## src/design/npip_pkg.sv

```systemverilog
// ----------------------------------------------------------------------------
// npip_pkg
// Shared types and constants of the nested phase interval profiler.
// ----------------------------------------------------------------------------
package npip_pkg;

   localparam int STAMP_W = 48;
   localparam int TOTAL_W = 64;
   localparam int COUNT_W = 48;
   localparam int DEPTH_W = 8;
   localparam int CMD_W   = 2;
   localparam int PHASE_W = 4;

   localparam logic [DEPTH_W-1:0] DEPTH_MAX = {DEPTH_W{1'b1}};
   localparam logic [COUNT_W-1:0] COUNT_MAX = {COUNT_W{1'b1}};
   localparam logic [TOTAL_W-1:0] TOTAL_MAX = {TOTAL_W{1'b1}};

   typedef enum logic [CMD_W-1:0] {
      CMD_ENTER = 2'd0,
      CMD_EXIT  = 2'd1,
      CMD_ACCUM = 2'd2,
      CMD_RSVD  = 2'd3
   } cmd_type;

   // one phase's counters
   typedef struct packed {
      logic [DEPTH_W-1:0] depth;
      logic [STAMP_W-1:0] start;
      logic [TOTAL_W-1:0] total;
      logic [COUNT_W-1:0] count;
      logic [STAMP_W-1:0] longest;
   } entry_type;

   // write request from the update logic to the phase table
   typedef struct packed {
      logic               entry_we;
      logic               start_we;
      logic               first_we;
      entry_type          entry;
      logic [STAMP_W-1:0] first_stamp;
   } tbl_wr_type;

   // flags of one result
   typedef struct packed {
      logic closed;
      logic ignored;
   } status_type;

endpackage

```

## src/design/npip_update.sv

```systemverilog
// ----------------------------------------------------------------------------
// npip_update
// Next state of the addressed phase entry for one enter, exit or
// accumulate command.
// ----------------------------------------------------------------------------
module npip_update (
   input  logic                        enable,
   input  logic                        phase_ok,
   input  npip_pkg::cmd_type           cmd,
   input  logic [npip_pkg::STAMP_W-1:0] now,
   input  logic [npip_pkg::STAMP_W-1:0] duration,
   input  npip_pkg::entry_type         cur,
   input  logic                        first_seen,
   output npip_pkg::tbl_wr_type        wr,
   output npip_pkg::status_type        status
);

   logic [npip_pkg::STAMP_W-1:0] elapsed;
   logic [npip_pkg::STAMP_W-1:0] add_val;
   logic [npip_pkg::TOTAL_W:0]   sum;
   logic                         do_add;
   npip_pkg::entry_type          nxt;

   // backward time gives a zero interval
   assign elapsed = (now >= cur.start) ? (now - cur.start) : '0;
   assign sum     = {1'b0, cur.total} +
                    {{(npip_pkg::TOTAL_W + 1 - npip_pkg::STAMP_W){1'b0}}, add_val};

   always_comb begin
      nxt            = cur;
      add_val        = '0;
      do_add         = 1'b0;
      status.closed  = 1'b0;
      status.ignored = 1'b0;
      wr.start_we    = 1'b0;
      if (!phase_ok) begin
         status.ignored = 1'b1;
      end else begin
         unique case (cmd)
            npip_pkg::CMD_ENTER: begin
               if (!enable) begin
                  status.ignored = 1'b1;
               end else begin
                  if (cur.depth == '0) begin
                     nxt.start   = now;
                     wr.start_we = 1'b1;
                  end
                  if (cur.depth != npip_pkg::DEPTH_MAX) begin
                     nxt.depth = cur.depth + 1'b1;
                  end
               end
            end
            npip_pkg::CMD_EXIT: begin
               if (!enable || cur.depth == '0) begin
                  status.ignored = 1'b1;
               end else begin
                  nxt.depth = cur.depth - 1'b1;
                  if (cur.depth == npip_pkg::DEPTH_W'(1)) begin
                     add_val = elapsed;
                     do_add  = 1'b1;
                  end
               end
            end
            npip_pkg::CMD_ACCUM: begin
               // negative duration clamps to zero
               add_val = duration[npip_pkg::STAMP_W-1] ? '0 : duration;
               do_add  = 1'b1;
            end
            npip_pkg::CMD_RSVD: begin
               status.ignored = 1'b1;
            end
            default: begin
               status.ignored = 1'b1;
            end
         endcase
      end

      if (do_add) begin
         status.closed = 1'b1;
         nxt.total = sum[npip_pkg::TOTAL_W] ? npip_pkg::TOTAL_MAX
                                            : sum[npip_pkg::TOTAL_W-1:0];
         if (cur.count != npip_pkg::COUNT_MAX) begin
            nxt.count = cur.count + 1'b1;
         end
         if (add_val > cur.longest) begin
            nxt.longest = add_val;
         end
      end

      wr.entry       = nxt;
      wr.entry_we    = phase_ok;
      wr.first_we    = do_add && !first_seen;
      wr.first_stamp = now;
   end

endmodule

```

## src/design/npip_table.sv

```systemverilog
// ----------------------------------------------------------------------------
// npip_table
// Per-phase counter registers and the first-accumulation stamp.
// ----------------------------------------------------------------------------
module npip_table #(
   parameter int NUM_PHASES = 6,
   parameter int IDX_W      = 3
) (
   input  logic                         clock,
   input  logic                         reset,
   input  logic                         wr_en,
   input  logic [IDX_W-1:0]             idx,
   input  npip_pkg::tbl_wr_type         wr,
   output npip_pkg::entry_type          rd,
   output logic                         first_seen,
   output logic [npip_pkg::STAMP_W-1:0] first_stamp
);

   logic [npip_pkg::DEPTH_W-1:0] depth_ff   [NUM_PHASES];
   logic [npip_pkg::STAMP_W-1:0] start_ff   [NUM_PHASES];
   logic [npip_pkg::TOTAL_W-1:0] total_ff   [NUM_PHASES];
   logic [npip_pkg::COUNT_W-1:0] count_ff   [NUM_PHASES];
   logic [npip_pkg::STAMP_W-1:0] longest_ff [NUM_PHASES];
   logic                         first_seen_ff;
   logic [npip_pkg::STAMP_W-1:0] first_stamp_ff;

   always_ff @(posedge clock) begin
      if (reset) begin
         for (int i = 0; i < NUM_PHASES; i++) begin
            depth_ff[i]   <= '0;
            total_ff[i]   <= '0;
            count_ff[i]   <= '0;
            longest_ff[i] <= '0;
         end
         first_seen_ff <= 1'b0;
      end else begin
         if (wr_en && wr.entry_we) begin
            depth_ff[idx]   <= wr.entry.depth;
            total_ff[idx]   <= wr.entry.total;
            count_ff[idx]   <= wr.entry.count;
            longest_ff[idx] <= wr.entry.longest;
         end
         if (wr_en && wr.first_we) begin
            first_seen_ff <= 1'b1;
         end
      end
   end

   always_ff @(posedge clock) begin
      if (wr_en && wr.entry_we && wr.start_we) begin
         start_ff[idx] <= wr.entry.start;
      end
      if (wr_en && wr.first_we) begin
         first_stamp_ff <= wr.first_stamp;
      end
   end

   always_comb begin
      rd.depth   = depth_ff[idx];
      rd.start   = start_ff[idx];
      rd.total   = total_ff[idx];
      rd.count   = count_ff[idx];
      rd.longest = longest_ff[idx];
   end

   assign first_seen  = first_seen_ff;
   assign first_stamp = first_stamp_ff;

endmodule

```

## src/design/nested_phase_interval_profiler_core.sv

```systemverilog
// ----------------------------------------------------------------------------
// nested_phase_interval_profiler_core
// Times the outermost enter/exit interval of each phase and keeps
// saturating totals, counts and longest intervals per phase.
// ----------------------------------------------------------------------------
// One item is accepted per cycle unless a held result blocks the input
// register: the item sits in the input register, the addressed phase entry
// is read, updated and written back as the item advances, and the result is
// held in an output register. The direct read-modify-write of the
// flip-flop phase table sets this rate, so items to the same phase may
// follow each other without gaps. All counters are zero after reset and
// enter/exit tracking starts disabled until csr_we writes csr_wdata = 1.
module nested_phase_interval_profiler_core #(
   parameter int NUM_PHASES = 6,
   parameter int TIME_BITS  = 48
) (
   input  logic        clock,
   input  logic        reset,

   input  logic        csr_we,
   input  logic        csr_wdata,

   input  logic        req_valid,
   output logic        req_stall,
   input  logic [1:0]  req_cmd,
   input  logic [3:0]  req_phase,
   input  logic [47:0] req_now_ticks,
   input  logic signed [47:0] req_duration,

   output logic        rsp_valid,
   input  logic        rsp_stall,
   output logic [63:0] rsp_total_ticks,
   output logic [47:0] rsp_interval_count,
   output logic [47:0] rsp_longest_ticks,
   output logic [7:0]  rsp_nest_depth,
   output logic        rsp_interval_closed,
   output logic        rsp_ignored,
   output logic        rsp_first_valid,
   output logic [47:0] rsp_first_time
);

   localparam int IDX_W   = (NUM_PHASES > 1) ? $clog2(NUM_PHASES) : 1;
   localparam int STAMP_B = (TIME_BITS < npip_pkg::STAMP_W) ? TIME_BITS : npip_pkg::STAMP_W;
   localparam logic [npip_pkg::STAMP_W-1:0] TIME_MASK =
      {npip_pkg::STAMP_W{1'b1}} >> (npip_pkg::STAMP_W - STAMP_B);

   logic                          enable_ff;

   // input register
   logic                          in_valid_ff;
   logic                          in_valid_in;
   npip_pkg::cmd_type             in_cmd_ff;
   logic [npip_pkg::PHASE_W-1:0]  in_phase_ff;
   logic [npip_pkg::STAMP_W-1:0]  in_now_ff;
   logic [npip_pkg::STAMP_W-1:0]  in_dur_ff;

   // result register
   logic                          out_valid_ff;
   logic                          out_valid_in;
   logic [npip_pkg::TOTAL_W-1:0]  out_total_ff;
   logic [npip_pkg::COUNT_W-1:0]  out_count_ff;
   logic [npip_pkg::STAMP_W-1:0]  out_longest_ff;
   logic [npip_pkg::DEPTH_W-1:0]  out_depth_ff;
   npip_pkg::status_type          out_status_ff;
   logic                          out_first_valid_ff;
   logic [npip_pkg::STAMP_W-1:0]  out_first_time_ff;

   logic                          req_take;
   logic                          advance;
   logic                          phase_ok;
   logic [IDX_W-1:0]              idx;
   npip_pkg::entry_type           cur;
   npip_pkg::tbl_wr_type          wr;
   npip_pkg::status_type          status;
   logic                          first_seen;
   logic [npip_pkg::STAMP_W-1:0]  first_stamp;
   logic                          first_seen_new;
   logic [npip_pkg::STAMP_W-1:0]  first_stamp_new;

   assign advance   = in_valid_ff && !(out_valid_ff && rsp_stall);
   assign req_stall = in_valid_ff && !advance;
   assign req_take  = req_valid && !req_stall;

   assign in_valid_in  = req_take ? 1'b1 : (advance ? 1'b0 : in_valid_ff);
   assign out_valid_in = advance ? 1'b1 : (rsp_stall ? out_valid_ff : 1'b0);

   assign phase_ok = {1'b0, in_phase_ff} < (npip_pkg::PHASE_W + 1)'(NUM_PHASES);
   assign idx      = phase_ok ? in_phase_ff[IDX_W-1:0] : '0;

   always_ff @(posedge clock) begin
      if (reset) begin
         enable_ff    <= 1'b0;
         in_valid_ff  <= 1'b0;
         out_valid_ff <= 1'b0;
      end else begin
         if (csr_we) begin
            enable_ff <= csr_wdata;
         end
         in_valid_ff  <= in_valid_in;
         out_valid_ff <= out_valid_in;
      end
   end

   always_ff @(posedge clock) begin
      if (req_take) begin
         in_cmd_ff   <= npip_pkg::cmd_type'(req_cmd);
         in_phase_ff <= req_phase;
         in_now_ff   <= req_now_ticks & TIME_MASK;
         in_dur_ff   <= req_duration;
      end
   end

   npip_table #(
      .NUM_PHASES (NUM_PHASES),
      .IDX_W      (IDX_W)
   ) u_table (
      .clock       (clock),
      .reset       (reset),
      .wr_en       (advance),
      .idx         (idx),
      .wr          (wr),
      .rd          (cur),
      .first_seen  (first_seen),
      .first_stamp (first_stamp)
   );

   npip_update u_update (
      .enable     (enable_ff),
      .phase_ok   (phase_ok),
      .cmd        (in_cmd_ff),
      .now        (in_now_ff),
      .duration   (in_dur_ff),
      .cur        (cur),
      .first_seen (first_seen),
      .wr         (wr),
      .status     (status)
   );

   assign first_seen_new  = first_seen || wr.first_we;
   assign first_stamp_new = wr.first_we ? wr.first_stamp : first_stamp;

   always_ff @(posedge clock) begin
      if (advance) begin
         out_total_ff       <= phase_ok ? wr.entry.total   : '0;
         out_count_ff       <= phase_ok ? wr.entry.count   : '0;
         out_longest_ff     <= phase_ok ? wr.entry.longest : '0;
         out_depth_ff       <= phase_ok ? wr.entry.depth   : '0;
         out_status_ff      <= status;
         out_first_valid_ff <= first_seen_new;
         out_first_time_ff  <= first_seen_new ? first_stamp_new : '0;
      end
   end

   assign rsp_valid           = out_valid_ff;
   assign rsp_total_ticks     = out_total_ff;
   assign rsp_interval_count  = out_count_ff;
   assign rsp_longest_ticks   = out_longest_ff;
   assign rsp_nest_depth      = out_depth_ff;
   assign rsp_interval_closed = out_status_ff.closed;
   assign rsp_ignored         = out_status_ff.ignored;
   assign rsp_first_valid     = out_first_valid_ff;
   assign rsp_first_time      = out_first_time_ff;

   // input side only backs up when a held result is not taken
   a_stall_cause: assert property (@(posedge clock) disable iff (reset)
      req_stall |-> (out_valid_ff && rsp_stall && in_valid_ff))
      else $error("req_stall without a blocked result");

   a_closed_not_ignored: assert property (@(posedge clock) disable iff (reset)
      rsp_valid |-> !(rsp_interval_closed && rsp_ignored))
      else $error("result both closed and ignored");

   a_closed_counts: assert property (@(posedge clock) disable iff (reset)
      (rsp_valid && rsp_interval_closed) |-> (rsp_interval_count != '0 && rsp_first_valid))
      else $error("closed interval with zero count or no first stamp");

   a_first_sticky: assert property (@(posedge clock) disable iff (reset)
      first_seen |=> first_seen)
      else $error("first stamp flag cleared outside reset");

endmodule

```

## config.mk

```make
export PLATFORM = sky130hd
export DESIGN_NAME = nested_phase_interval_profiler_core
export DESIGN_NICKNAME = d
export VERILOG_FILES = /design/src/design/npip_pkg.sv /design/src/design/npip_update.sv /design/src/design/npip_table.sv /design/src/design/nested_phase_interval_profiler_core.sv
export SDC_FILE = /design/constraint.sdc
export NUM_CORES = 2
export LEC_CHECK = 0
export BUFFER_PORTS_ARGS = -buffer_cell sky130_fd_sc_hd__buf_2
export CORE_MARGIN = 5
export CORE_UTILIZATION = 50
export DETAILED_ROUTE_END_ITERATION = 16
export GPL_TIMING_DRIVEN = 0
export PLACE_DENSITY = 0.67
export SYNTH_ARGS = -nofsm -noshare
export SYNTH_HDL_FRONTEND = slang
export SYNTH_SLANG_ARGS = --single-unit
```

## constraint.sdc

```tcl
create_clock -name clock -period 13 [get_ports clock]
set_input_delay 0.65 -clock clock [delete_from_list [all_inputs] [get_ports clock]]
set_output_delay 0.65 -clock clock [all_outputs]
set_load 0.03 [all_outputs]
```

==> out/qor.csv <==
metric,value,unit
CP Class,reg -> reg,
CTS buffer count,175,
Final HPWL DP,192000,µm
routed vias,57700,
first-pass GRT wire length,386000,µm
Worst slew margin,-0.0206,
drt first pass iters,6,
"FF+latch count, synth",1669,
Critical Path Max Stage Delay,0.57,ns
syn_area_per_cell,12.1,µm²
clock power share,0.395,
Clock Tree Buf Depth,3,
clk_lat worst skew,0.83,ns
Via density,6.26,
Hold Startpoint,req_duration[24],
final max-slew violation count,32,
RSZ-0062 raised after global routing,yes,
P_sw,3.12,mW
PnR worst setup slack,0.0730,ns
Max Clk Rate,0.0774,GHz
worst hold path cell count,1,
Flop pwr share,0.503,
total grt overflow,0,
Yosys warnings,0,
post-synth net total,6616,
CTS sink cnt,1669,
CP Data Arrival Time,13.47,ns
"Seq/Total Area, Yosys",0.651,
R2R Path End,rsp_longest_ticks[35]$_SDFFCE_PP0P_,
ranking of synthesized cells by area,"edfxtp_1 65%, nor2_1 6.4%, mux2i_1 3.9%",
total of max-cap violations,4,
synth unique cells,100,
"FFs w/ async S/R, synth",0,
final WL,273000,µm
Iter 0 DRT Violations,8022,
failing checks,"capacitance limit, slew limit",
Antenna Nets Post-Route,0,
GR Util All Layers,0.327,
Die H,402,µm
final worst-path cycle share,0.994,
IO Pins,329,
Inst Count DP,8802,
WP data required,13.54,ns
Post-Syn Instances,6364,
routability cong.,0.994,
H-Tree Depth,4,
run status,"complete, but fails checks",
Setup crit end kind,flop,
Final Total Pwr,12.3,mW
fin cells,9222,
r2r startpoint,in_phase_ff[0]$_DFFE_PP_,
Tmin final,12.93,ns
worst slack at placement,-4.52,ns
die width,402,µm
static leakage,32.4,nW
R2R Setup Slk,0.07,ns
Worst IR Drop VDD,0.150,mV
root buf cell,clkbuf_16,
"commonest cells after routing, fill and taps aside","1,665 x edfxtp_1, 1,288 x nor2_1, 505 x nand2_1",
Cell Rows,144,
vias in the first global route,55600,
Crit Path Max Fanout,28,
Core Area,154000,µm²
initial antenna violation count,19,
Hold Path Class,in -> reg,
post-DR wirelength/cell,29.6,µm
Fin Clk Skew,0.0320,ns
Worst Hold End,in_dur_ff[24]$_DFFE_PP_,
clock slew seen by the registers of the worst setup and hold paths,0.06,ns
pwr dens,137,nW/µm²
Nets,7276,
startpoint class of the critical path,flop,
Synth area leader,edfxtp_1,
Cell Int Power,9.15,mW
Critical-path top delay cell,nor4_1,
endpoints failing hold,0,
top_reg_cell synth,edfxtp_1,
Post-synth EDFFs,1665,
total die area,162000,µm²
sw frac,0.255,
Area Overhead vs Synth,16.3,%
Worst R2R Path Depth,44,
Worst Tran Pin Value,1.53,ns
Starting Density,0.501,
CTS tree,built,
CP startpoint,in_phase_ff[0]$_DFFE_PP_,
share of post-route cells with drive strength above 1,0.137,
combinational share of power,0.102,
"most common cell after layout, fill and taps aside",edfxtp_1,
largest net degree at the start of global routing,112,
DRC Markers,0,
Yosys top cell area share,0.650,
critical path's most frequent cell,buf_6,
Setup-failing EPs final,0,
synthesized area,76900,µm²
Port-buffer cells,328,
## cells by family (layout without fill, tap and decap cells)
group | count (synthesis) | in the layout | synth area share
other | 0 | 15 | 0
AND/OR/NAND/NOR | 2262 | 2262 | 0.124
AO/OA/AOI/OAI | 1262 | 1262 | 0.109
multiplexers | 357 | 357 | 0.0474
flip-flops | 1669 | 1669 | 0.651
buffers and inverters | 520 | 1319 | 0.0277
XOR/XNOR | 147 | 147 | 0.0167
adder cells (fa/ha/maj) | 147 | 147 | 0.0239
## worst max path at each step
stage | to | slack, ns
4_1_cts | rsp_total_ticks[15]$_SDFFCE_PP0P_ | 0.01
3_5_place_dp | rsp_longest_ticks[45]$_SDFFCE_PP0P_ | -4.52
6_report | rsp_longest_ticks[35]$_SDFFCE_PP0P_ | 0.07
2_1_floorplan | u_table.total_ff[0][61]$_SDFFCE_PN0P_ | 2.49
3_3_place_gp | rsp_longest_ticks[45]$_SDFFCE_PP0P_ | -5.04
5_1_grt | rsp_total_ticks[57]$_SDFFCE_PP0P_ | -0.02
## synth_stat cells, types with 47 or more instances
library cell  instances
nand3_1              47
xor2_1               49
nand4_1              49
nor2_1             1315
a221oi_1             87
xnor2_1              98
o22ai_1             137
mux2i_1             301
clkbuf_1            314
inv_1               103
mux2_2               56
edfxtp_1           1665
nor3_1               94
nand2_1             505
nand2b_1             53
o21ai_0             318
a21o_1               57
a211oi_1             71
ha_1                143
a21oi_1             248
## registers in the layout, indices dropped and copies added, names as in the netlist
signal and count:
u_table.total_ff 384, u_table.count_ff 288, u_table.longest_ff 288, u_table.start_ff 288, rsp_total_ticks 64, in_dur_ff 48, in_now_ff 48, rsp_first_time 48
rsp_interval_count 48, rsp_longest_ticks 48, u_table.depth_ff 48, u_table.first_stamp 48, rsp_nest_depth 8, in_phase_ff 4, in_cmd_ff 2, enable_ff 1
in_valid_ff 1, rsp_first_valid 1, rsp_ignored 1, rsp_interval_closed 1, rsp_valid 1, u_table.first_seen 1
## final cells by class
class / instances / area (µm²)
diodes: 15 / 37.5
plain buffers: 401 / 1820
clock buffers: 226 / 4670
clock inverters: 90 / 759
fillers: 12500 / 64100
inverters: 104 / 398
multi-input cells: 4175 / 25300
flip-flops and latches: 1669 / 50100
well taps: 2044 / 2560
repair buffers: 498 / 3790
## routing by layer
layer	GRT usage	share of wire	wire, µm	vias to the layer above
li1	-	-	-	24800
met1	0.437	0.38	104000	28600
met2	0.503	0.45	122000	3616
met3	0.0823	0.11	31300	685
met4	0.163	0.055	15000	6
met5	0	0.00015	41	-
## stage by stage
stage	setup TNS (ns)	utilization	hold slack [ns]	instance area, µm²
detailed placement	-2856.88	0.536	0.440	82400
global placement	-7057.04	0.528	0.438	81100
global route	-0.0735	0.582	0.0239	89400
CTS	0	0.580	0.00222	89000
floorplan	0	-	0.426	76900
finish	0	0.583	0.0538	89400
## power by group through the flow
stage,sequential [mW],clock [mW],combinational [mW]
CTS,6.17,4.86,1.21
detailed placement,6.28,0,1.18
floorplan,6.35,0,0.638
finish,6.17,4.85,1.25
global route,6.18,5.09,1.31
global placement,6.35,0,1.13
## timing repair
action,CTS,global route
setup buffers,1,1
hold buffers,100,0
pin swaps,1,3
setup endpoints to repair,784,742
endpoints found under the hold margin,100,0
gates resized for setup,96,91
## critical path: cells and delay by family (launching register included)
family                     cells  cell delay (ns)
DFF                            1             0.33
adders and majority gates      2             0.76
and+or+nand+nor                9             2.60
muxes                          1             0.44
buffers and inverters         17             4.62
AOI/OAI and AO/OA             15             3.73
No activity file was read; power rests on OpenSTA's default activity.
